===== config.mk =====
export PLATFORM = sky130hd
export DESIGN_NAME = chsx_queue
export DESIGN_NICKNAME = d
export VERILOG_FILES = /design/src/hdl/chsx_pkg.sv /design/src/hdl/chsx_queue.sv
export SDC_FILE = /design/constraint.sdc
export NUM_CORES = 1
export LEC_CHECK = 0
export ABC_AREA = 1
export CELL_PAD_IN_SITES_DETAIL_PLACEMENT = 1
export CELL_PAD_IN_SITES_GLOBAL_PLACEMENT = 1
export CORE_MARGIN = 1.5
export CORE_UTILIZATION = 39
export DETAILED_ROUTE_END_ITERATION = 6
export DONT_BUFFER_PORTS = 1
export GPL_TIMING_DRIVEN = 0
export PLACE_DENSITY_LB_ADDON = 0.08
export SLEW_MARGIN = 25
export SYNTH_ARGS = -nofsm -noshare
export SYNTH_HDL_FRONTEND = slang
export SYNTH_SLANG_ARGS = --single-unit

===== constraint.sdc =====
create_clock -name aclk -period 3.6 [get_ports aclk]
set_input_delay 0.18 -clock aclk [delete_from_list [all_inputs] [get_ports aclk]]
set_output_delay 0.18 -clock aclk [all_outputs]
set_load 0.1 [all_outputs]

===== src/hdl/chsx_pkg.sv =====
// ----------------------------------------------------------------------------
// ChaCha20 stream XOR package
// Shared constants, block types and the request records between the parts.
// ----------------------------------------------------------------------------
package chsx_pkg;

    localparam int BLOCK_WORDS = 16;
    localparam int KEY_WORDS   = 8;
    localparam int CFG_IDX_W   = 3;
    localparam int POS_W       = 6;
    // power of two, so the queue pointers wrap on their own
    localparam int QUEUE_DEPTH = 4;

    typedef logic [31:0]                  word_t;
    typedef logic [BLOCK_WORDS-1:0][31:0] block_t;
    typedef logic [KEY_WORDS-1:0][31:0]   key_t;

    // "expand 32-byte k"
    localparam word_t SIGMA_0 = 32'h61707865;
    localparam word_t SIGMA_1 = 32'h3320646e;
    localparam word_t SIGMA_2 = 32'h79622d32;
    localparam word_t SIGMA_3 = 32'h6b206574;

    // one classified byte request waiting for the back end
    typedef struct packed {
        logic [7:0]       data;
        logic             last;
        logic [POS_W-1:0] pos;
        logic             first_blk;
    } entry_t;

    // block generator control
    typedef struct packed {
        logic        start;
        logic        abort;
        logic [63:0] counter;
    } gen_ctrl_t;

    // block generator status
    typedef struct packed {
        logic busy;
        logic done;
    } gen_stat_t;

endpackage


===== src/hdl/chsx_queue.sv =====
// ----------------------------------------------------------------------------
// ChaCha20 stream XOR request queue
// Short register FIFO between the front end and the back end.
// ----------------------------------------------------------------------------
module chsx_queue (
    input  logic             aclk,
    input  logic             aresetn,
    input  logic             push,
    input  chsx_pkg::entry_t push_data,
    output logic             full,
    input  logic             pop,
    output chsx_pkg::entry_t head,
    output logic             empty
);
    import chsx_pkg::*;

    localparam int PTR_W = $clog2(QUEUE_DEPTH);
    localparam int CNT_W = $clog2(QUEUE_DEPTH + 1);

    entry_t           mem_reg [QUEUE_DEPTH];
    logic [PTR_W-1:0] wr_ptr_reg, wr_ptr_next;
    logic [PTR_W-1:0] rd_ptr_reg, rd_ptr_next;
    logic [CNT_W-1:0] count_reg, count_next;

    // advance pointers and fill count
    always_comb begin
        wr_ptr_next = push ? wr_ptr_reg + 1'b1 : wr_ptr_reg;
        rd_ptr_next = pop  ? rd_ptr_reg + 1'b1 : rd_ptr_reg;
        count_next  = count_reg + CNT_W'(push) - CNT_W'(pop);
    end

    always_ff @(posedge aclk) begin
        if (!aresetn) begin
            wr_ptr_reg <= '0;
            rd_ptr_reg <= '0;
            count_reg  <= '0;
        end else begin
            wr_ptr_reg <= wr_ptr_next;
            rd_ptr_reg <= rd_ptr_next;
            count_reg  <= count_next;
        end
    end

    // store the incoming request
    always_ff @(posedge aclk) begin
        if (push) begin
            mem_reg[wr_ptr_reg] <= push_data;
        end
    end

    assign head  = mem_reg[rd_ptr_reg];
    assign full  = (count_reg == CNT_W'(QUEUE_DEPTH));
    assign empty = (count_reg == '0);

endmodule


==> run_results.csv <==
group,metric,value,unit
floorplan,core_area,7370,um^2
logic_synthesis,synth_cell_types,19,
sta,period_share,0.570,
global_routing,grt_pass1_wl,9.71,mm
drt,top_layer,"met4",
min_path,hold_class,"input pin to flip-flop",
power_and_ir_drop,ir_drop,219,uV
clocking,cts_resized,0,
drt,drc,0,
sta,setup_viol,0,
drt,wirelength,6.02,mm
layout,syn_to_final_growth,17.5,%
global_routing,antenna_found_initial,0,
power_and_ir_drop,p_leak,1.40,nW
floorplan,io-pin-count,38,
floorplan,rows,31,
logic_synthesis,synth-edff-count,64,
layout,nNetsFinal,300,
placement,place_ws,1900,ps
floorplan,die_h,91.2,um
power_and_ir_drop,internal_power,1.37,mW
layout,drive_gt1_frac,0.147,
critical_path,crit_chain,"buf_6, clkbuf_4, o21ai_1, nand2_1",
clocking,cts_tree,"built",
sta,fin_ws,1550,ps
power_and_ir_drop,power_density,581,nW/um^2
run_status,status,"finished, final reports clean",
critical_path,cp.arrival,1870,ps
global_routing,first_global_vias,1860,
placement,dp_hpwl,3.79,mm
logic_synthesis,synth.most_common_cell,"edfxtp_1",
placement,dpl-instance-area,3180,um^2
placement,port_buffers,0,
floorplan,start_util,0.411,
logic_synthesis,ys.flop_type,"edfxtp_1",
clocking,cts_buffer_depth,2,
drt,vias,1787,
clocking,clk_pin_slew,80,ps
logic_synthesis,synth_area_leaders,"edfxtp_1, dfxtp_1, inv_1",
layout,final_cell_area,3560,um^2
placement,place_congestion,0.727,
power_and_ir_drop,switching_share,0.339,
power_and_ir_drop,pwr-share-comb,0.219,
global_routing,grt_max_degree,17,
floorplan,die_w,91.2,um
clocking,worstSkewPairLatency,340,ps
drt,wire_per_inst,16.0,um
logic_synthesis,syn_inst,242,
logic_synthesis,yosys.area.top_type,"edfxtp_1",
critical_path,cp_data_required_time,3420,ps
run,maxCapViolations,0,
drt,avgViaCountPerCell,4.74,
critical_path,max_stage_delay,670,ps
logic_synthesis,mappedNetlistNets,269,
logic_synthesis,yosysSeqAreaShare,0.693,
power_and_ir_drop,p_clk_frac,0.306,
placement,dp.cells,342,
power_and_ir_drop,switchingPower,0.700,mW
floorplan,dieArea,8310,um^2
drt,met3_length,212,um
critical_path,path_class,"flip-flop to output port",
drt,route.met2.wl,2.84,mm
layout,antenna_cells,0,
power_and_ir_drop,p_seq_frac,0.475,
sta,fin_setup_tns,0,ps
clocking,numCtsBuffers,9,
sta,worst_slew_pin_slew,1050,ps
sta,rsz0062_at_grt,"false",
drt,ant_nets,0,
critical_path,critical-path-slowest-cell,"nand2_1",
logic_synthesis,synth-seq-cells,73,
critical_path,cp_max_fo,10,
power_and_ir_drop,power,2.07,mW
logic_synthesis,synth.avg_cell_area,12.5,um^2
clocking,cts.htree.levels,3,
drt,routedLengthMet1,2.84,mm
layout,largest_register_ffs,64,
layout,stdcell_count,377,
clocking,cts.sinks,73,
sta,timing.fmax,488,MHz
drt,firstDrtPassIters,4,
sta,fin_crit,2050,ps
sta,slew_viol_final,0,
critical_path,worst_setup_path_end_kind,"output port",
global_routing,grtUsageTotal,0.161,
logic_synthesis,synthTopCellsByCount,"edfxtp_1, inv_1, nand2_1",
clocking,cts-root-buf,"clkbuf_8",
sta,skew,6.76,ps
sta,slew_headroom,0.298,
logic_synthesis,synth_area,3030,um^2
logic_synthesis,synth_top_area_frac,0.634,
sta,hold_violations,0,
drt,drt_first_iter_violations,107,
critical_path,cp-start-kind,"flip-flop",
logic_synthesis,synthArstFlopShare,0,
logic_synthesis,yosys_warnings,0,
global_routing,overflow,0,
[worst paths after layout]
kind                               startpoint            end  slack (ps)  depth (start not counted)
worst max-delay path                flip-flop        head[6]        1550                          4
worst min-delay path                     push  wr_ptr_reg[0]          30                          2
worst max register to register   count_reg[0]   count_reg[2]        1950                          9
worst min register to register  rd_ptr_reg[1]      flip-flop         480                          2
[worst max-delay path, delay by kind of cell (launching register included)]
kind / cells / cell delay [ps]
AO/OA/AOI/OAI: 1 / 110
AND/OR/NAND/NOR: 1 / 670
flip-flops: 1 / 330
buffers and inverters: 2 / 400
[metrics by stage]
step / util / hold slack [ps]
6_report: 0.483 / 30.4
5_1_grt: 0.483 / 57.1
4_1_cts: 0.483 / 13.7
3_5_place_dp: 0.431 / 278
3_3_place_gp: 0.428 / 274
2_1_floorplan: - / 272
[layer usage]
layer  global-route usage  up-vias
met3               0.0360       12
li1                     -      883
met4               0.0807        0
met2                0.258       34
met5                    0        -
met1                0.205      858
[placed cells by master, fill, tap and decap left out, types with 2 or more instances in the layout]
| cell | n |
|---|---|
| edfxtp_1 | 64 |
| inv_1 | 48 |
| nand2_1 | 42 |
| dlygate4sd3_1 | 19 |
| o211ai_1 | 16 |
| o21ai_1 | 13 |
| a21oi_2 | 12 |
| a21oi_1 | 10 |
| dfxtp_1 | 9 |
| clkbuf_8 | 9 |
| o21ai_0 | 7 |
| ha_1 | 6 |
| buf_6 | 5 |
| clkinv_2 | 3 |
| buf_4 | 2 |
[cell type report]
cell class	count	area (um^2)
buffer	10	104
clock buffer	9	124
clock inverter	7	70.1
fill	784	3810
inverter	48	180
multi-input combinational	111	653
sequential	73	2100
tap	99	124
timing repair buffer	20	205
[power by group through the flow]
stage	clock network (mW)	logic (mW)	registers, mW
6_report	0.632	0.454	0.982
5_1_grt	0.678	0.485	0.987
4_1_cts	0.645	0.461	0.983
3_5_place_dp	0	0.436	1.00
3_3_place_gp	0	0.417	1.00
2_1_floorplan	0	0.377	0.997
[timing repair]
action / in CTS / in global routing
endpoints found under the hold margin: 73 / 0
hold buffers: 19 / 0
setup buffers: 0 / 0
[kinds of logic after synthesis]
logic type,share of synthesized area
adder cells (fa/ha/maj),0.0314
AO/OA/AOI/OAI,0.124
AND/OR/NAND/NOR,0.0578
flip-flops,0.693
buffers and inverters,0.0937
Power figures use the tool's default switching activity.
