File: config.mk
export PLATFORM = sky130hd
export DESIGN_NAME = chsx_blockgen
export DESIGN_NICKNAME = d
export VERILOG_FILES = /design/src/hdl/chsx_pkg.sv /design/src/hdl/chsx_blockgen.sv
export SDC_FILE = /design/constraint.sdc
export NUM_CORES = 2
export LEC_CHECK = 0
export BUFFER_PORTS_ARGS = -buffer_cell sky130_fd_sc_hd__buf_2
export CAP_MARGIN = 20
export CORE_MARGIN = 8
export CORE_UTILIZATION = 41
export CTS_BUF_LIST = sky130_fd_sc_hd__clkbuf_16
export CTS_CLUSTER_SIZE = 30
export DETAILED_ROUTE_END_ITERATION = 8
export PLACE_DENSITY_LB_ADDON = 0.08
export SLEW_MARGIN = 0
export SYNTH_ARGS = -nofsm -noshare
export SYNTH_HDL_FRONTEND = slang
export SYNTH_SLANG_ARGS = --single-unit
export TNS_END_PERCENT = 10
File: constraint.sdc
create_clock -name aclk -period 33.5 [get_ports aclk]
set_input_delay 1.675 -clock aclk [delete_from_list [all_inputs] [get_ports aclk]]
set_output_delay 1.675 -clock aclk [all_outputs]
set_load 0.01 [all_outputs]
File: src/hdl/chsx_pkg.sv
// ----------------------------------------------------------------------------
// ChaCha20 stream XOR package
// Shared constants, block types and the request records between the parts.
// ----------------------------------------------------------------------------
package chsx_pkg;

    localparam int BLOCK_WORDS = 16;
    localparam int KEY_WORDS   = 8;
    localparam int CFG_IDX_W   = 3;
    localparam int POS_W       = 6;
    // power of two, so the queue pointers wrap on their own
    localparam int QUEUE_DEPTH = 4;

    typedef logic [31:0]                  word_t;
    typedef logic [BLOCK_WORDS-1:0][31:0] block_t;
    typedef logic [KEY_WORDS-1:0][31:0]   key_t;

    // "expand 32-byte k"
    localparam word_t SIGMA_0 = 32'h61707865;
    localparam word_t SIGMA_1 = 32'h3320646e;
    localparam word_t SIGMA_2 = 32'h79622d32;
    localparam word_t SIGMA_3 = 32'h6b206574;

    // one classified byte request waiting for the back end
    typedef struct packed {
        logic [7:0]       data;
        logic             last;
        logic [POS_W-1:0] pos;
        logic             first_blk;
    } entry_t;

    // block generator control
    typedef struct packed {
        logic        start;
        logic        abort;
        logic [63:0] counter;
    } gen_ctrl_t;

    // block generator status
    typedef struct packed {
        logic busy;
        logic done;
    } gen_stat_t;

endpackage

File: src/hdl/chsx_blockgen.sv
// ----------------------------------------------------------------------------
// ChaCha20 block generator
// Iterative core: four lanes each do half a quarter round per cycle, then a
// final step adds the input state.
// ----------------------------------------------------------------------------
module chsx_blockgen #(
    parameter int DOUBLE_ROUNDS = 10
) (
    input  logic                aclk,
    input  logic                aresetn,
    input  chsx_pkg::gen_ctrl_t ctrl,
    input  chsx_pkg::key_t      key,
    output chsx_pkg::gen_stat_t stat,
    output chsx_pkg::block_t    block
);
    import chsx_pkg::*;

    localparam int LAST_STEP = 4 * DOUBLE_ROUNDS;
    localparam int STEP_W    = $clog2(LAST_STEP + 1);

    logic              busy_reg;
    logic              done_reg;
    logic [STEP_W-1:0] step_reg;
    block_t            x_reg, x_next;
    block_t            init_reg;
    block_t            out_reg;
    block_t            init_w;
    block_t            sum_w;
    logic              final_step;

    assign final_step = (step_reg == STEP_W'(LAST_STEP));

    // build the starting state from constants, key and counter
    always_comb begin
        init_w[0] = SIGMA_0;
        init_w[1] = SIGMA_1;
        init_w[2] = SIGMA_2;
        init_w[3] = SIGMA_3;
        for (int k = 0; k < KEY_WORDS; k++) begin
            init_w[4 + k] = key[k];
        end
        init_w[12] = ctrl.counter[31:0];
        init_w[13] = ctrl.counter[63:32];
        init_w[14] = '0;
        init_w[15] = '0;
    end

    // half quarter round on each lane; step bit 1 picks diagonals, bit 0 the half
    always_comb begin
        logic [3:0] ib, ic, id;
        word_t      a, b, c, d;
        x_next = x_reg;
        for (int i = 0; i < 4; i++) begin
            ib = step_reg[1] ? 4'(4 + ((i + 1) & 3))  : 4'(4 + i);
            ic = step_reg[1] ? 4'(8 + ((i + 2) & 3))  : 4'(8 + i);
            id = step_reg[1] ? 4'(12 + ((i + 3) & 3)) : 4'(12 + i);
            a  = x_reg[i];
            b  = x_reg[ib];
            c  = x_reg[ic];
            d  = x_reg[id];
            if (!step_reg[0]) begin
                a = a + b;
                d = d ^ a;
                d = {d[15:0], d[31:16]};
                c = c + d;
                b = b ^ c;
                b = {b[19:0], b[31:20]};
            end else begin
                a = a + b;
                d = d ^ a;
                d = {d[23:0], d[31:24]};
                c = c + d;
                b = b ^ c;
                b = {b[24:0], b[31:25]};
            end
            x_next[i]  = a;
            x_next[ib] = b;
            x_next[ic] = c;
            x_next[id] = d;
        end
    end

    // feed-forward add
    always_comb begin
        for (int w = 0; w < BLOCK_WORDS; w++) begin
            sum_w[w] = x_reg[w] + init_reg[w];
        end
    end

    // sequence the rounds; abort drops any block in flight
    always_ff @(posedge aclk) begin
        if (!aresetn) begin
            busy_reg <= 1'b0;
            done_reg <= 1'b0;
            step_reg <= '0;
        end else if (ctrl.abort) begin
            busy_reg <= 1'b0;
            done_reg <= 1'b0;
        end else if (ctrl.start) begin
            busy_reg <= 1'b1;
            done_reg <= 1'b0;
            step_reg <= '0;
        end else if (busy_reg && final_step) begin
            busy_reg <= 1'b0;
            done_reg <= 1'b1;
        end else begin
            done_reg <= 1'b0;
            if (busy_reg) begin
                step_reg <= step_reg + 1'b1;
            end
        end
    end

    // working state and finished block
    always_ff @(posedge aclk) begin
        if (ctrl.start) begin
            init_reg <= init_w;
            x_reg    <= init_w;
        end else if (busy_reg && !final_step) begin
            x_reg <= x_next;
        end
        if (busy_reg && final_step) begin
            out_reg <= sum_w;
        end
    end

    assign stat.busy = busy_reg;
    assign stat.done = done_reg;
    assign block     = out_reg;

endmodule

==> summary.md <==
| Metric | Value |
|---|---|
| Leakage | between 40 and 50 nW |
| Final setup TNS | 0 ns |
| Vias per cell | between 6 and 7 |
| Max Clock Freq | roughly 84 MHz |
| Syn Nets | ~11,000 |
| Post-cts sizing count | 0 |
| Fin crit share | 35.6% |
| Post-CTS setup buffer count | 0 |
| Slowest-stage cell, CP | buf_4 |
| Most common library cells after synthesis | edfxtp_1 (1,152), nand2_1 (1,021), xnor2_1 (853) |
| Worst-margin pin slew | 1.30 ns |
| Worst EP required | about 34 ns |
| Initial Util | between 40% and 50% |
| Cell with the most instances after synthesis | edfxtp_1 |
| Number of I/O pins | 838 |
| Hold_buf cts | 0 |
| Yosys warning count | 0 |
| Final Hold Viols | 0 |
| NumNets Final | approximately 12,000 |
| Clock-pin slew on the worst setup and hold paths | roughly 0.08 ns |
| Hold Path Cell Cnt | 2 |
| Crit path buffers/inverters | 4 |
| RR Endpoint | x_reg[133] |
| Hold worst-path end | x_reg[504] |
| Synth Register Bits | between 1,000 and 1,500 |
| Synth top area share | between 30% and 40% |
| CTS buffer count | 160 |
| Area occupied by registers | slightly below 0.04 mm2 |
| Clock Latency Late Sink | just under 0.9 ns |
| Syn avg cell area | roughly 9.8 um2 |
| Mapped Cells | around 9,700 |
| Post-synth top flop | edfxtp_1 |
| Origin of the critical flop-to-flop path | step_reg[1] |
| Unrepaired setup endpoints after global routing | no |
| Critical hold path startpoint | x_reg[504] |
| Worst path top cell family by delay | compound AO/OA/AOI/OAI gates |
| Synth area leaders | edfxtp_1 (37%), ha_1 (9.0%), xnor2_1 (7.9%) |
| Die area | 0.246 mm2 |
| Clock skew after layout | roughly 0.077 ns |
| Die width | between 400 and 500 um |
| Seq/Total Area, Yosys | between 40% and 50% |
| Routed len/inst | ~36 um |
| Power Dens Cells | 82.5 mW/mm2 |
| Post-synth top area cell | edfxtp_1 |
| Maximum VDD drop | about 53 uV |
| Port bufs | between 800 and 900 |
| Vias in the first global route | between 70,000 and 80,000 |
| Drt drc | 0 |
| CP Launch Type | register |
| Initial DRC count | around 11,000 |
| Area delta synth->final | 14.9% |
| Total GRT Usage | about two fifths |
| Fraction of registers with async set/reset | 0% |
| Critical path peak fanout | about 120 |
| Root Buffer | clkbuf_16 |
| Clk sink count | around 1,400 |
| Row cnt | about 180 |
| GP Congestion | between 1 and 1.5 |
| Max-Cap Viols | 0 |
| Busiest grt layer | met2 |
| Fillers | 21,800 |
| CTS tree | done |
| EDFF count, synth | between 1,000 and 1,500 |
| Yosys cell types | between 100 and 150 |
| Largest net degree at the start of global routing | around 180 |
| Worst path max stage delay | between 0.9 and 1 ns |
| H-tree depth | 4 |
| Core region area | 0.229 mm2 |
| Status | completed |
| Final Util | a little under half |
| Mapped cell area | roughly 0.094 mm2 |
| First-pass GRT wire length | around 660,000 um |
| Area of the multi-input gates | approximately 0.053 mm2 |
| Reg2reg setup slack | around 22 ns |
| Final HPWL DP | around 400,000 um |
| Slew margin rel. | 10.9% |
| Hold Crit Class | reg -> reg |
| Share of layout cells above drive strength 1 | 15.3% |
| Worst r2r path cells | 38 |
| Critical Path Sink Type | register |
| GRT overflow | 0 |
| ANT nets after route | 0 |
| Initial antenna violation count | 62 |
| CP most frequent cell | a21oi_1 |
| Die height | approximately 500 um |
| Final Slew Violations | 0 |
| Final setup viols | 0 |
| WL final | roughly 500,000 um |
| Vias | about 84,000 |
| M2 GR Usage | 56.3% |
| TritonRoute pass-1 iters | 6 |
| Min Tclk post-route | approximately 12 ns |
| Arrival @ worst endpoint | 12.57 ns |
| Met3 Use GR | 9.51% |
| Grt met1 use | roughly 52% |
| Max clock buf depth | 3 |
| Critical path class | reg -> reg |
[power by group]
part	internal [mW]	total, mW	switching (mW)	leakage (nW)
Clock	1.03	1.84	0.809	2.75
Sequential	1.98	2.14	0.160	12.7
Combinational	1.54	4.96	3.42	28.8
[worst max path at each step]
stage,from,endpoint,slack [ns],cells after the start
floorplan,step_reg[1],done_reg,7.44,14
global placement,step_reg[1],x_reg[165],22.17,38
detailed placement,step_reg[1],x_reg[133],22.07,38
CTS,step_reg[1],x_reg[165],22.00,38
global route,step_reg[1],x_reg[165],20.97,38
finish,step_reg[1],x_reg[133],21.56,38
[area by class of cell]
cell class              count  area share (%)
diodes                     20          0.0462
clock buffers             161            3.72
flip-flops and latches   1352            35.6
clock inverters           132            1.31
inverters                 395            1.39
repair buffers           1041            5.42
multi-input cells        7550            49.0
well taps                3026            3.49
[stage by stage]
step / std cells / area [um2] / total power, mW / hold WS [ns] / setup WS [ns]
floorplan: 9654 / 94300 / 4.72 / 0.437 / 7.44
global placement: 13300 / 103000 / 6.88 / 0.496 / 22.17
detailed placement: 13400 / 103000 / 6.88 / 0.502 / 22.07
CTS: 13600 / 108000 / 8.73 / 0.510 / 22.00
global route: 13700 / 108000 / 9.11 / 0.527 / 20.97
finish: 13700 / 108000 / 8.93 / 0.515 / 21.56
[layer usage]
metal	wire length, um	vias up	share of wire, %
met3	50000	941	10
met4	35000	28	7.0
met1	207000	41600	42
met2	205000	4829	41
met5	172	-	0.035
li1	-	36800	-
[worst reg2reg max path, delay by kind of cell (launching register included)]
family          cells  cell delay (ns)
compound gates     23             5.35
xor+xnor            4             1.25
flops               1             0.89
mux                 2             0.99
simple gates        3             0.27
buf+inv             4             2.17
fa+ha+maj           2             0.77
[cells in the final DEF, fill, tap and decap left out, types with 76 or more instances in the layout]
| cell type | synthesis | routed |
|---|---|---|
| edfxtp_1 | 1152 | 1152 |
| nand2_1 | 1021 | 1018 |
| a21oi_1 | 844 | 844 |
| buf_2 | 13 | 836 |
| xnor2_1 | 853 | 833 |
| nor2_1 | 745 | 740 |
| ha_1 | 675 | 675 |
| o21ai_0 | 634 | 629 |
| inv_1 | 391 | 418 |
| mux2i_1 | 420 | 415 |
| xor2_1 | 278 | 278 |
| dfxtp_1 | 200 | 198 |
| nand3_1 | 196 | 196 |
| a21o_1 | 189 | 189 |
| buf_4 | 3 | 189 |
| mux2_2 | 168 | 168 |
| clkbuf_16 | 0 | 161 |
| nor3_1 | 154 | 153 |
| nor2b_1 | 96 | 96 |
| o21a_1 | 89 | 89 |
| nand2b_1 | 84 | 84 |
| a211oi_1 | 80 | 80 |
| o21bai_1 | 76 | 76 |
[logic make-up (layout without fill, tap and decap cells)]
group | after synthesis | after routing | synth area share, %
multiplexers | 599 | 599 | 6.71
adder cells (fa/ha/maj) | 702 | 702 | 9.44
buffers and inverters | 752 | 1729 | 3.03
other | 0 | 20 | 0
AO/OA/AOI/OAI | 2526 | 2526 | 16.9
AND/OR/NAND/NOR | 2571 | 2571 | 12.0
XOR/XNOR | 1152 | 1152 | 11.0
flip-flops | 1352 | 1352 | 40.9
Power figures use the tool's default switching activity.
