**src/hdl/chsx_pkg.sv**
```systemverilog
// ----------------------------------------------------------------------------
// ChaCha20 stream XOR package
// Shared constants, block types and the request records between the parts.
// ----------------------------------------------------------------------------
package chsx_pkg;

    localparam int BLOCK_WORDS = 16;
    localparam int KEY_WORDS   = 8;
    localparam int CFG_IDX_W   = 3;
    localparam int POS_W       = 6;
    // power of two, so the queue pointers wrap on their own
    localparam int QUEUE_DEPTH = 4;

    typedef logic [31:0]                  word_t;
    typedef logic [BLOCK_WORDS-1:0][31:0] block_t;
    typedef logic [KEY_WORDS-1:0][31:0]   key_t;

    // "expand 32-byte k"
    localparam word_t SIGMA_0 = 32'h61707865;
    localparam word_t SIGMA_1 = 32'h3320646e;
    localparam word_t SIGMA_2 = 32'h79622d32;
    localparam word_t SIGMA_3 = 32'h6b206574;

    // one classified byte request waiting for the back end
    typedef struct packed {
        logic [7:0]       data;
        logic             last;
        logic [POS_W-1:0] pos;
        logic             first_blk;
    } entry_t;

    // block generator control
    typedef struct packed {
        logic        start;
        logic        abort;
        logic [63:0] counter;
    } gen_ctrl_t;

    // block generator status
    typedef struct packed {
        logic busy;
        logic done;
    } gen_stat_t;

endpackage

```
**src/hdl/chsx_back.sv**
```systemverilog
// ----------------------------------------------------------------------------
// ChaCha20 stream XOR back end
// Holds the key, keeps block zero and the next block ready, drives the block
// generator and XORs each queued byte into the output register.
// ----------------------------------------------------------------------------
module chsx_back (
    input  logic                             aclk,
    input  logic                             aresetn,
    input  logic                             cfg_valid,
    output logic                             cfg_ready,
    input  logic [chsx_pkg::CFG_IDX_W-1:0]   cfg_index,
    input  logic [31:0]                      cfg_data,
    input  logic                             q_empty,
    input  chsx_pkg::entry_t                 q_head,
    output logic                             q_pop,
    output chsx_pkg::gen_ctrl_t              gen_ctrl,
    output chsx_pkg::key_t                   key,
    input  chsx_pkg::gen_stat_t              gen_stat,
    input  chsx_pkg::block_t                 gen_block,
    output logic                             m_tvalid,
    input  logic                             m_tready,
    output logic [7:0]                       m_tdata,
    output logic                             m_tlast
);
    import chsx_pkg::*;

    typedef enum logic {
        TGT_B0,
        TGT_NXT
    } tgt_t;

    key_t        key_reg;
    block_t      b0_reg;
    block_t      nxt_reg;
    block_t      cur_reg;
    logic        b0_valid_reg, b0_valid_next;
    logic        nxt_valid_reg, nxt_valid_next;
    logic [63:0] gen_cnt_reg, gen_cnt_next;
    tgt_t        tgt_reg;
    logic        m_valid_reg;
    logic [7:0]  m_data_reg;
    logic        m_last_reg;

    logic        cfg_wr;
    logic        head_load;
    logic        blk_ok;
    logic        out_free;
    logic        take_b0;
    logic        take_nxt;
    logic        gen_cap;
    logic        gen_idle;
    logic        gen_start;
    block_t      src_blk;
    word_t       ks_word;
    logic [7:0]  ks_byte;

    assign cfg_ready = 1'b1;
    assign cfg_wr    = cfg_valid && cfg_ready;

    // decide whether the head request can go out this cycle
    always_comb begin
        head_load = (q_head.pos == '0);
        if (!head_load) begin
            blk_ok = 1'b1;
        end else if (q_head.first_blk) begin
            blk_ok = b0_valid_reg;
        end else begin
            blk_ok = nxt_valid_reg;
        end
        out_free = !m_valid_reg || m_tready;
        q_pop    = !q_empty && blk_ok && out_free;
        take_b0  = q_pop && head_load && q_head.first_blk;
        take_nxt = q_pop && head_load && !q_head.first_blk;
    end

    // pick the keystream byte
    always_comb begin
        if (!head_load) begin
            src_blk = cur_reg;
        end else if (q_head.first_blk) begin
            src_blk = b0_reg;
        end else begin
            src_blk = nxt_reg;
        end
        ks_word = src_blk[q_head.pos[5:2]];
        ks_byte = ks_word[{q_head.pos[1:0], 3'b000} +: 8];
    end

    // generator requests: block zero first, then the next block of the message
    always_comb begin
        gen_ctrl.abort = cfg_wr || take_b0;
        gen_cap        = gen_stat.done && !gen_ctrl.abort;
        gen_idle       = !gen_stat.busy && !gen_stat.done && !gen_ctrl.abort;
        gen_start      = gen_idle && (!b0_valid_reg || !nxt_valid_reg);
        gen_ctrl.start = gen_start;
        gen_ctrl.counter = b0_valid_reg ? gen_cnt_reg : 64'd0;
    end

    // track which blocks are ready and the counter of the block after the current one
    always_comb begin
        b0_valid_next  = b0_valid_reg;
        nxt_valid_next = nxt_valid_reg;
        gen_cnt_next   = gen_cnt_reg;
        if (cfg_wr) begin
            b0_valid_next = 1'b0;
        end else if (gen_cap && tgt_reg == TGT_B0) begin
            b0_valid_next = 1'b1;
        end
        if (cfg_wr || take_b0 || take_nxt) begin
            nxt_valid_next = 1'b0;
        end else if (gen_cap && tgt_reg == TGT_NXT) begin
            nxt_valid_next = 1'b1;
        end
        if (take_b0) begin
            gen_cnt_next = 64'd1;
        end else if (take_nxt) begin
            gen_cnt_next = gen_cnt_reg + 64'd1;
        end
    end

    always_ff @(posedge aclk) begin
        if (!aresetn) begin
            key_reg       <= '0;
            b0_valid_reg  <= 1'b0;
            nxt_valid_reg <= 1'b0;
            gen_cnt_reg   <= 64'd1;
            tgt_reg       <= TGT_B0;
            m_valid_reg   <= 1'b0;
        end else begin
            if (cfg_wr) begin
                key_reg[cfg_index] <= cfg_data;
            end
            b0_valid_reg  <= b0_valid_next;
            nxt_valid_reg <= nxt_valid_next;
            gen_cnt_reg   <= gen_cnt_next;
            if (gen_start) begin
                tgt_reg <= b0_valid_reg ? TGT_NXT : TGT_B0;
            end
            if (q_pop) begin
                m_valid_reg <= 1'b1;
            end else if (m_tready) begin
                m_valid_reg <= 1'b0;
            end
        end
    end

    // block buffers and output payload
    always_ff @(posedge aclk) begin
        if (gen_cap && tgt_reg == TGT_B0) begin
            b0_reg <= gen_block;
        end
        if (gen_cap && tgt_reg == TGT_NXT) begin
            nxt_reg <= gen_block;
        end
        if (take_b0) begin
            cur_reg <= b0_reg;
        end else if (take_nxt) begin
            cur_reg <= nxt_reg;
        end
        if (q_pop) begin
            m_data_reg <= q_head.data ^ ks_byte;
            m_last_reg <= q_head.last;
        end
    end

    assign key      = key_reg;
    assign m_tvalid = m_valid_reg;
    assign m_tdata  = m_data_reg;
    assign m_tlast  = m_last_reg;

endmodule

```
**config.mk**
```make
export PLATFORM = sky130hd
export DESIGN_NAME = chsx_back
export DESIGN_NICKNAME = d
export VERILOG_FILES = /design/src/hdl/chsx_pkg.sv /design/src/hdl/chsx_back.sv
export SDC_FILE = /design/constraint.sdc
export NUM_CORES = 2
export LEC_CHECK = 0
export CAP_MARGIN = 20
export CORE_AREA = 2 2 419 421
export CTS_BUF_LIST = sky130_fd_sc_hd__clkbuf_2
export CTS_CLUSTER_SIZE = 14
export DETAILED_ROUTE_END_ITERATION = 6
export DIE_AREA = 0 0 421 423
export DONT_BUFFER_PORTS = 1
export GPL_TIMING_DRIVEN = 0
export SYNTH_ARGS = -nofsm -noshare
export SYNTH_HDL_FRONTEND = slang
export SYNTH_SLANG_ARGS = --single-unit
export TNS_END_PERCENT = 1
```
**constraint.sdc**
```tcl
create_clock -name aclk -period 59.1 [get_ports aclk]
set_clock_uncertainty 0.1 [all_clocks]
set_input_delay 11.82 -clock aclk [delete_from_list [all_inputs] [get_ports aclk]]
set_output_delay 11.82 -clock aclk [all_outputs]
set_load 0.01 [all_outputs]
```
==> flow_summary.toml <==
[sta]
hold_viol = 0
rsz0062_at_grt = "no"
period_share_pct = 44.96
finalSetupTns_ps = 0
min_period_ps = 26570
slew_violations = 0
slew_headroom_pct = 15.56
report.final.setup_viol = 0
max_slew.worst_pin.slew_ps = 1267
timing.fmax_ghz = 0.03764

[run_status]
status = "complete, no violations"

[grt]
antenna_found_initial = 84
grt_first_pass_wirelength_um = 333100
grt_overflow_total = 0
track_usage_pct = 26.81
grt_start_max_net_pins = 32
grt_pass1_vias = 44139

[run]
maxCapViolations = 0

[synth]
synth_xor_area_share_pct = 0.4827
synth.area.mux_share_pct = 4.464
synth_edf_count = 1544
syn_nets = 5872
async_flop_share_pct = 0
synth_top_family_by_area = "simple AND/OR/NAND/NOR gates"
ys_types = 61
syn_avg_cell_area_sq_um = 13.35
ys_ff_latch = 1868
netlist_instances = 5301
synth_fa_ha_area_share_pct = 0.01768
yosys_warnings = 0
ys.flop_type = "edfxtp_1"
ys_seq_area_share_pct = 74.68
synth_compound_area_share_pct = 4.758
netlist_area_sq_um = 70770
synth-simple-area-share_pct = 13.62

[routing]
viasPerCell = 5.277
num_vias = 45801
drtAntennaViolNets = 0
drt_iter0_markers = 4968
wirelength_um = 244600
first_pass_iters = 5
post_drt_wl_per_cell_um = 28.18
drc = 0

[worst_hold_path]
hp-start = "b0_reg[44]$_DFFE_PP_"
hold_depth = 2
holdCritPathClass = "reg2reg"
min_to = "cur_reg[44]$_DFFE_PP_"

[final_layout]
stdcell_area_sq_um = 79750
postLayoutCoreUtil_pct = 46.03
final_cells = 8680
final_nets = 6482
drive_above_1_share_pct = 17.35
syn2layout_area_growth_pct = 12.69
fill_cells = 15803
final_cell_mix = "nand2_1, edfxtp_1, clkbuf_2"
layout_commonest_cell = "nand2_1"

[worst_setup_path]
critical_path_class = "in2out"
r2r_slack_ps = 54020
r2r_cells = 19
r2r_end = "b0_reg[331]$_DFFE_PP_"
worstPathRequired_ps = 47180
timing.rr.start = "b0_valid_reg$_SDFFE_PP0P_"
start_kind = "input port"
critPathMaxFanout = 10
crit_path_end_kind = "output port"
cp.arrival_ps = 14650

[power]
p_leak_uw = 0.02863
peakVddDrop_uv = 21.19
power.density_nw_per_um2 = 29.87
finalPower_uw = 2382

[placed_design]
routabilityCongestion = 0.9256
placedInstanceArea_sq_um = 75460
portBuffers = 0
dpl.hpwl_um = 179500
dpl.cell_count = 7754

[floorplan]
start_util_pct = 40.85
io_pins = 904
die_w_um = 421
core-area_sq_um = 173200
die_h_um = 423
rows = 153
die_area_sq_um = 178100

[clock_tree]
h-tree-depth = 5
cts_tree = "built"
cts.repair.resized = 0
cts_root_buffer = "clkbuf_2"
clkLatencyLatePin_ps = 1930
postCtsSetupBuffers = 0
clkTransAtPathRegs_ps = 100
holdBufCountCts = 0
clockBufferDepth = 4
cts_num_sinks = 1868
cts-buffers-inserted = 479
## per-layer routing
layer / track usage, % / part of all wire (%) / wire length (um)
met1: 30.22 / 36 / 87290
met2: 44.94 / 50 / 122200
met3: 9.249 / 9.7 / 23630
met4: 13.95 / 4.6 / 11130
met5: 0 / 0.14 / 342
## power breakdown
group | total, uW | internal [uW] | switching, uW
clock network | 845 | 322 | 523
registers | 1450 | 1440 | 10.6
logic | 86.7 | 25.1 | 61.6
total | 2380 | 1790 | 595
## per-stage QoR
step	hold slack [ps]	setup slack [ps]
final	308.5	32530
after global routing	254.7	32480
after CTS	275.7	32580
after detailed placement	386.4	32550
after global placement	371.3	-21680
after floorplan	347.3	6908
## worst max-delay path, cell delays in order
cell and delay (ps):
buf_4 240, buf_2 300, buf_1 960, nand3_1 260
clkbuf_2 540, nand2b_1 520
## final cells by class
type,instances,area [sq um],share of cell area [%]
sequential,1868,52850,66.27
multi-input combinational,3107,16550,20.75
clock buffer,715,3578,4.487
tap,2325,2909,3.648
timing repair buffer,129,1760,2.208
buffer,315,1365,1.712
clock inverter,91,395.4,0.4958
antenna,119,297.8,0.3734
inverter,11,41.29,0.05178
## worst max-delay path by stage
stage / slack, ps / depth (start not counted) / endpoint / from
floorplan: 6910 / 7 / b0_reg[0]$_DFFE_PP_ / q_head[0]
global placement: -21680 / 8 / b0_reg[371]$_DFFE_PP_ / q_head[5]
detailed placement: 32550 / 6 / gen_ctrl[64] / q_head[0]
CTS: 32580 / 6 / gen_ctrl[64] / q_head[0]
global route: 32480 / 6 / gen_ctrl[64] / q_head[0]
finish: 32530 / 6 / gen_ctrl[64] / q_head[0]
## synth_stat cells (22+ instances only)
| cell type | n | area, sq um |
|---|---|---|
| mux2i_1 | 85 | 850.8 |
| nand2_1 | 2097 | 7871 |
| nor2_1 | 58 | 217.7 |
| mux4_2 | 95 | 2140 |
| a21oi_1 | 61 | 305.3 |
| edfxtp_1 | 1544 | 46360 |
| clkbuf_2 | 32 | 160.2 |
| clkbuf_1 | 215 | 807.0 |
| o21ai_0 | 32 | 160.2 |
| nand3_1 | 33 | 165.2 |
| or3_1 | 25 | 156.4 |
| dfxtp_1 | 324 | 6486 |
| xnor2_1 | 22 | 192.7 |
| and2_1 | 70 | 437.9 |
| buf_2 | 43 | 215.2 |
| nand4_1 | 27 | 168.9 |
| a21boi_0 | 256 | 1922 |
## logic make-up after synthesis
kind of cell,after synthesis
buffers and inverters,326
xor gates and xnor gates,39
AOI/OAI and AO/OA,470
muxes,195
and+or+nand+nor,2401
adders and majority gates,1
other,1
DFF,1868
Note: power is estimated with default switching activity, not from simulation.
