[src/hdl/chsx_pkg.sv]
// ----------------------------------------------------------------------------
// ChaCha20 stream XOR package
// Shared constants, block types and the request records between the parts.
// ----------------------------------------------------------------------------
package chsx_pkg;

    localparam int BLOCK_WORDS = 16;
    localparam int KEY_WORDS   = 8;
    localparam int CFG_IDX_W   = 3;
    localparam int POS_W       = 6;
    // power of two, so the queue pointers wrap on their own
    localparam int QUEUE_DEPTH = 4;

    typedef logic [31:0]                  word_t;
    typedef logic [BLOCK_WORDS-1:0][31:0] block_t;
    typedef logic [KEY_WORDS-1:0][31:0]   key_t;

    // "expand 32-byte k"
    localparam word_t SIGMA_0 = 32'h61707865;
    localparam word_t SIGMA_1 = 32'h3320646e;
    localparam word_t SIGMA_2 = 32'h79622d32;
    localparam word_t SIGMA_3 = 32'h6b206574;

    // one classified byte request waiting for the back end
    typedef struct packed {
        logic [7:0]       data;
        logic             last;
        logic [POS_W-1:0] pos;
        logic             first_blk;
    } entry_t;

    // block generator control
    typedef struct packed {
        logic        start;
        logic        abort;
        logic [63:0] counter;
    } gen_ctrl_t;

    // block generator status
    typedef struct packed {
        logic busy;
        logic done;
    } gen_stat_t;

endpackage

[src/hdl/chsx_front.sv]
// ----------------------------------------------------------------------------
// ChaCha20 stream XOR front end
// Accepts bytes and tags each with its place in the keystream block.
// ----------------------------------------------------------------------------
module chsx_front (
    input  logic             aclk,
    input  logic             aresetn,
    input  logic             s_tvalid,
    output logic             s_tready,
    input  logic [7:0]       s_tdata,
    input  logic             s_tlast,
    input  logic             q_full,
    output logic             push,
    output chsx_pkg::entry_t push_data
);
    import chsx_pkg::*;

    logic [POS_W-1:0] pos_reg, pos_next;
    logic             first_reg, first_next;
    logic             accept;

    assign s_tready = !q_full;
    assign accept   = s_tvalid && s_tready;
    assign push     = accept;

    // tag the request with its byte position and block-zero flag
    always_comb begin
        push_data.data      = s_tdata;
        push_data.last      = s_tlast;
        push_data.pos       = pos_reg;
        push_data.first_blk = first_reg;
    end

    // advance the position; restart the message after a last byte
    always_comb begin
        pos_next   = pos_reg;
        first_next = first_reg;
        if (accept) begin
            if (s_tlast) begin
                pos_next   = '0;
                first_next = 1'b1;
            end else begin
                pos_next = pos_reg + 1'b1;
                if (pos_reg == '1) begin
                    first_next = 1'b0;
                end
            end
        end
    end

    always_ff @(posedge aclk) begin
        if (!aresetn) begin
            pos_reg   <= '0;
            first_reg <= 1'b1;
        end else begin
            pos_reg   <= pos_next;
            first_reg <= first_next;
        end
    end

endmodule

[config.mk]
export PLATFORM = sky130hd
export DESIGN_NAME = chsx_front
export DESIGN_NICKNAME = d
export VERILOG_FILES = /design/src/hdl/chsx_pkg.sv /design/src/hdl/chsx_front.sv
export SDC_FILE = /design/constraint.sdc
export NUM_CORES = 1
export LEC_CHECK = 0
export BUFFER_PORTS_ARGS = -buffer_cell sky130_fd_sc_hd__buf_4
export CELL_PAD_IN_SITES_DETAIL_PLACEMENT = 0
export CELL_PAD_IN_SITES_GLOBAL_PLACEMENT = 1
export CORE_MARGIN = 5
export CORE_UTILIZATION = 27
export DETAILED_ROUTE_END_ITERATION = 6
export GPL_ROUTABILITY_DRIVEN = 1
export GPL_TIMING_DRIVEN = 0
export HOLD_SLACK_MARGIN = 0.08
export PLACE_DENSITY_LB_ADDON = 0.1
export RECOVER_POWER = 100
export SLEW_MARGIN = 20
export SYNTH_ARGS = -nofsm -noshare
export SYNTH_HDL_FRONTEND = slang
export SYNTH_SLANG_ARGS = --single-unit
[constraint.sdc]
create_clock -name aclk -period 2.9 [get_ports aclk]
set_input_delay 0.725 -clock aclk [delete_from_list [all_inputs] [get_ports aclk]]
set_output_delay 0.725 -clock aclk [all_outputs]
set_load 0.05 [all_outputs]
==> impl_results.html <==
<table>
<tr><th>Metric</th><th>Value</th></tr>
<tr><th colspan="2">Floorplanning</th></tr>
<tr><td>Standard cell core area</td><td>1470 um2</td></tr>
<tr><td>Die width</td><td>48.8 um</td></tr>
<tr><td>Initial core utilization</td><td>0.276</td></tr>
<tr><td>Area enclosed by the die boundary</td><td>2380 um2</td></tr>
<tr><td>Die Height</td><td>48.8 um</td></tr>
<tr><td>Number of core rows</td><td>14</td></tr>
<tr><td>Boundary Pins</td><td>31</td></tr>
<tr><th colspan="2">Route</th></tr>
<tr><td>Final routed DRC violation total</td><td>0</td></tr>
<tr><td>Count of routing violations after the opening detailed-route iteration</td><td>6</td></tr>
<tr><td>Met3 routed WL</td><td>72 um</td></tr>
<tr><td>Via count of the routed design</td><td>384</td></tr>
<tr><td>Routed WL</td><td>954 um</td></tr>
<tr><td>Antenna violation net count after detailed routing</td><td>0</td></tr>
<tr><td>Max layer used</td><td>met3</td></tr>
<tr><td>Post-Route M1 WL</td><td>444 um</td></tr>
<tr><td>Average detailed-routed wire length per instance</td><td>11.0 um</td></tr>
<tr><td>Detail-routed via count per cell</td><td>4.41</td></tr>
<tr><td>Met2 wire length</td><td>437 um</td></tr>
<tr><td>Number of search-and-repair iterations in the first detailed-routing pass</td><td>5</td></tr>
<tr><th colspan="2">Timing</th></tr>
<tr><td>Period utilization</td><td>0.803</td></tr>
<tr><td>Max transition margin</td><td>0.597</td></tr>
<tr><td>Worst hold slack</td><td>0.500 ns</td></tr>
<tr><td>Hold Vio Cnt, Final</td><td>0</td></tr>
<tr><td>Transition time of the tightest slew-check pin</td><td>0.607 ns</td></tr>
<tr><td>Number of endpoints failing setup at the final stage</td><td>0</td></tr>
<tr><td>Final Skew</td><td>0.000444 ns</td></tr>
<tr><td>RSZ-0062 raised after global routing</td><td>no</td></tr>
<tr><td>Count of pins over their slew limit</td><td>0</td></tr>
<tr><td>Fin crit period</td><td>2.33 ns</td></tr>
<tr><td>Maximum operating frequency</td><td>429 MHz</td></tr>
<tr><td>Final setup TNS</td><td>0 ns</td></tr>
<tr><th colspan="2">Worst setup path</th></tr>
<tr><td>Critical Path Fanout Max</td><td>5</td></tr>
<tr><td>Worst setup startpoint</td><td>q_full</td></tr>
<tr><td>Worst setup slack for register-to-register paths</td><td>1.66 ns</td></tr>
<tr><td>Critical register-to-register path startpoint</td><td>pos_reg[0]</td></tr>
<tr><td>Cells along the critical path</td><td>clkbuf_1, and2b_1, clkbuf_1</td></tr>
<tr><td>Critical Path Most Common Cell</td><td>clkbuf_1</td></tr>
<tr><td>Sum of buffers and inverters on the critical path</td><td>2</td></tr>
<tr><td>Worst reg2reg path depth</td><td>4</td></tr>
<tr><td>Master of the slowest instance on the critical path</td><td>clkbuf_1</td></tr>
<tr><td>Required time at the worst-slack endpoint</td><td>2.17 ns</td></tr>
<tr><td>Kind of launch point of the worst setup path</td><td>primary input</td></tr>
<tr><td>Kind of capture point of the worst setup path</td><td>output port</td></tr>
<tr><td>Worst path max stage delay</td><td>0.49 ns</td></tr>
<tr><td>Delay-heaviest family, CP</td><td>buffers and inverters</td></tr>
<tr><td>Critical path type</td><td>primary input to output port</td></tr>
<tr><td>Worst path arrival time</td><td>1.60 ns</td></tr>
<tr><td>Reg-to-reg critical path endpoint</td><td>pos_reg[4]</td></tr>
<tr><th colspan="2">Job</th></tr>
<tr><td>Maximum capacitance violations</td><td>0</td></tr>
<tr><th colspan="2">Pwr</th></tr>
<tr><td>Part of the power in the clock network</td><td>0.353</td></tr>
<tr><td>Switching portion of total power</td><td>0.334</td></tr>
<tr><td>LEAKAGE</td><td>0.217 nW</td></tr>
<tr><td>Sequential share of power</td><td>0.395</td></tr>
<tr><td>Share of power burned in combinational logic</td><td>0.252</td></tr>
<tr><td>IR Drop Worst-Case VDD</td><td>0.165 mV</td></tr>
<tr><td>PwrDens</td><td>477 nW/um2</td></tr>
<tr><td>Power dissipated by switching net loads</td><td>0.0000844 W</td></tr>
<tr><td>Int Power</td><td>0.000168 W</td></tr>
<tr><th colspan="2">Global route</th></tr>
<tr><td>Pin count of the biggest net entering global routing</td><td>6</td></tr>
<tr><td>Remaining Overflow, GRT</td><td>0</td></tr>
<tr><td>Total global routing track utilization</td><td>0.0936</td></tr>
<tr><td>Via count of the first global-routing pass</td><td>407</td></tr>
<tr><td>Global-route wire length before repair</td><td>1.70 mm</td></tr>
<tr><td>Number of antenna violations at the first check in global routing</td><td>0</td></tr>
<tr><th colspan="2">Synthesis</th></tr>
<tr><td>Netlist cell types</td><td>17</td></tr>
<tr><td>Library cell with the highest instance count after synthesis</td><td>buf_4</td></tr>
<tr><td>Cells after synthesis</td><td>45</td></tr>
<tr><td>Total of flip-flops plus latches after synthesis</td><td>7</td></tr>
<tr><td>Most common flop cell mapped by yosys</td><td>dfxtp_1</td></tr>
<tr><td>Mean area per synthesized cell</td><td>9.01 um2</td></tr>
<tr><td>Syn nets</td><td>59</td></tr>
<tr><td>Number of flops mapped to enable cells by yosys</td><td>0</td></tr>
<tr><td>Most frequent cells after synthesis</td><td>10 x buf_4, 7 x dfxtp_1, 4 x nand3_1</td></tr>
<tr><td>Fraction of registers with async set or reset after synthesis</td><td>0</td></tr>
<tr><td>Post-synth design cell area</td><td>405 um2</td></tr>
<tr><td>Sequential fraction of the synthesis area</td><td>0.346</td></tr>
<tr><td>Number of synthesis warnings</td><td>0</td></tr>
<tr><td>Cell accounting for the most synthesized area</td><td>dfxtp_1</td></tr>
<tr><td>Synth area leaders</td><td>dfxtp_1 35%, buf_4 19%, nand4b_4 5.9%</td></tr>
<tr><td>Area share of the largest cell type after synthesis</td><td>0.346</td></tr>
<tr><th colspan="2">CTS</th></tr>
<tr><td>Clk_lat worst skew</td><td>0.25 ns</td></tr>
<tr><td>Post-CTS Setup Inserts</td><td>0</td></tr>
<tr><td>TritonCTS clock tree</td><td>yes</td></tr>
<tr><td>Number of hold buffers added after cts</td><td>0</td></tr>
<tr><td>Total clock sinks</td><td>7</td></tr>
<tr><td>Total clock buffers created by CTS</td><td>3</td></tr>
<tr><td># resized after CTS</td><td>0</td></tr>
<tr><td>Root Buffer Master</td><td>clkbuf_4</td></tr>
<tr><td>Count of H-tree levels built during CTS</td><td>1</td></tr>
<tr><td>Clock-pin slew on the worst setup and hold paths</td><td>0.05 ns</td></tr>
<tr><td>Clock buffer depth</td><td>2</td></tr>
<tr><th colspan="2">Layout</th></tr>
<tr><td>Max FFs per register</td><td>6</td></tr>
<tr><td>Synthesis-to-finish area growth</td><td>30.9%</td></tr>
<tr><td>Number of fillers in the final layout</td><td>174</td></tr>
<tr><td>Number of antenna diodes</td><td>0</td></tr>
<tr><td>Number of nets at the end of the flow</td><td>86</td></tr>
<tr><td>Layout cells sized above 1</td><td>0.225</td></tr>
<tr><th colspan="2">Placement</th></tr>
<tr><td>Final weighted congestion in routability-driven placement</td><td>0.660</td></tr>
<tr><td>Buffers added on ports</td><td>22</td></tr>
<tr><th colspan="2">Run status</th></tr>
<tr><td>Status</td><td>finished clean</td></tr>
<tr><th colspan="2">Hold path</th></tr>
<tr><td>Worst Hold End</td><td>first_reg</td></tr>
<tr><td>Classification of the worst-slack hold path</td><td>flip-flop to flip-flop</td></tr>
<tr><td>Critical hold path startpoint</td><td>first_reg</td></tr>
<tr><td>Instance count along the most critical hold path</td><td>2</td></tr>
</table>
## cells in the final DEF, fill, tap and decap left out, drive strengths merged
cell     n
xnor2    1
o21ai    3
buf     13
nand2    1
mux2i    2
or3      2
xor2     1
and2b    1
nand4    1
clkbuf  23
a21oi    2
nand3b   3
nand3    4
nor2     3
ha       1
inv      2
nand4b   1
dfxtp    7
## layout make-up
cell class / instances / area (um2) / share of cell area
inverters: 2 / 7.51 / 0.0142
repair buffers: 22 / 93.8 / 0.177
plain buffers: 10 / 75.1 / 0.142
well taps: 16 / 20.0 / 0.0377
clock buffers: 4 / 26.3 / 0.0495
multi-input cells: 26 / 168 / 0.316
flip-flops and latches: 7 / 140 / 0.264
## kinds of logic (layout without fill, tap and decap cells)
kind of cell    Yosys count  in the layout  synth area share
flops                     7              7             0.346
xor+xnor                  2              2            0.0432
compound gates            5              5            0.0617
mux                       2              2            0.0494
fa+ha+maj                 1              1            0.0309
buf+inv                  12             38             0.204
simple gates             16             16             0.265
## worst max path at each step
stage | endpoint | slack (ns) | cells past startpoint
floorplan | push | 0.92 | 1
global placement | push | 0.81 | 3
detailed placement | push | 0.82 | 3
CTS | push | 0.82 | 3
global route | push | 0.51 | 3
finish | push | 0.57 | 3
## power groups by stage
stage | Clock, W | Sequential (W) | Combinational (W)
floorplan | 0 | 0.000107 | 0.0000468
global placement | 0 | 0.000102 | 0.0000743
detailed placement | 0 | 0.000102 | 0.0000742
CTS | 0.0000953 | 0.000100 | 0.0000743
global route | 0.000101 | 0.000100 | 0.0000682
finish | 0.0000891 | 0.000100 | 0.0000637
## worst register-to-register path: stages, from the launching register on
cell and delay [ns]:
dfxtp_1 0.42, ha_1 0.23, inv_1 0.06, or3_1 0.33, a21oi_1 0.13
## per-stage QoR
| stage | total power, W | util | instance area [um2] | cells | setup slack, ns |
|---|---|---|---|---|---|
| 2_1_floorplan | 0.000154 | - | 405 | 45 | 0.917 |
| 3_3_place_gp | 0.000176 | 0.401 | 591 | 83 | 0.815 |
| 3_5_place_dp | 0.000176 | 0.401 | 591 | 83 | 0.824 |
| 4_1_cts | 0.000270 | 0.419 | 617 | 87 | 0.822 |
| 5_1_grt | 0.000270 | 0.361 | 531 | 87 | 0.507 |
| 6_report | 0.000253 | 0.361 | 531 | 87 | 0.570 |
## metal layers
layer,up-vias,GRT usage
met3,0,0.0429
li1,199,-
met5,-,0
met1,166,0.107
met2,19,0.128
met4,0,0.0807
Note: power is estimated with default switching activity, not from simulation.
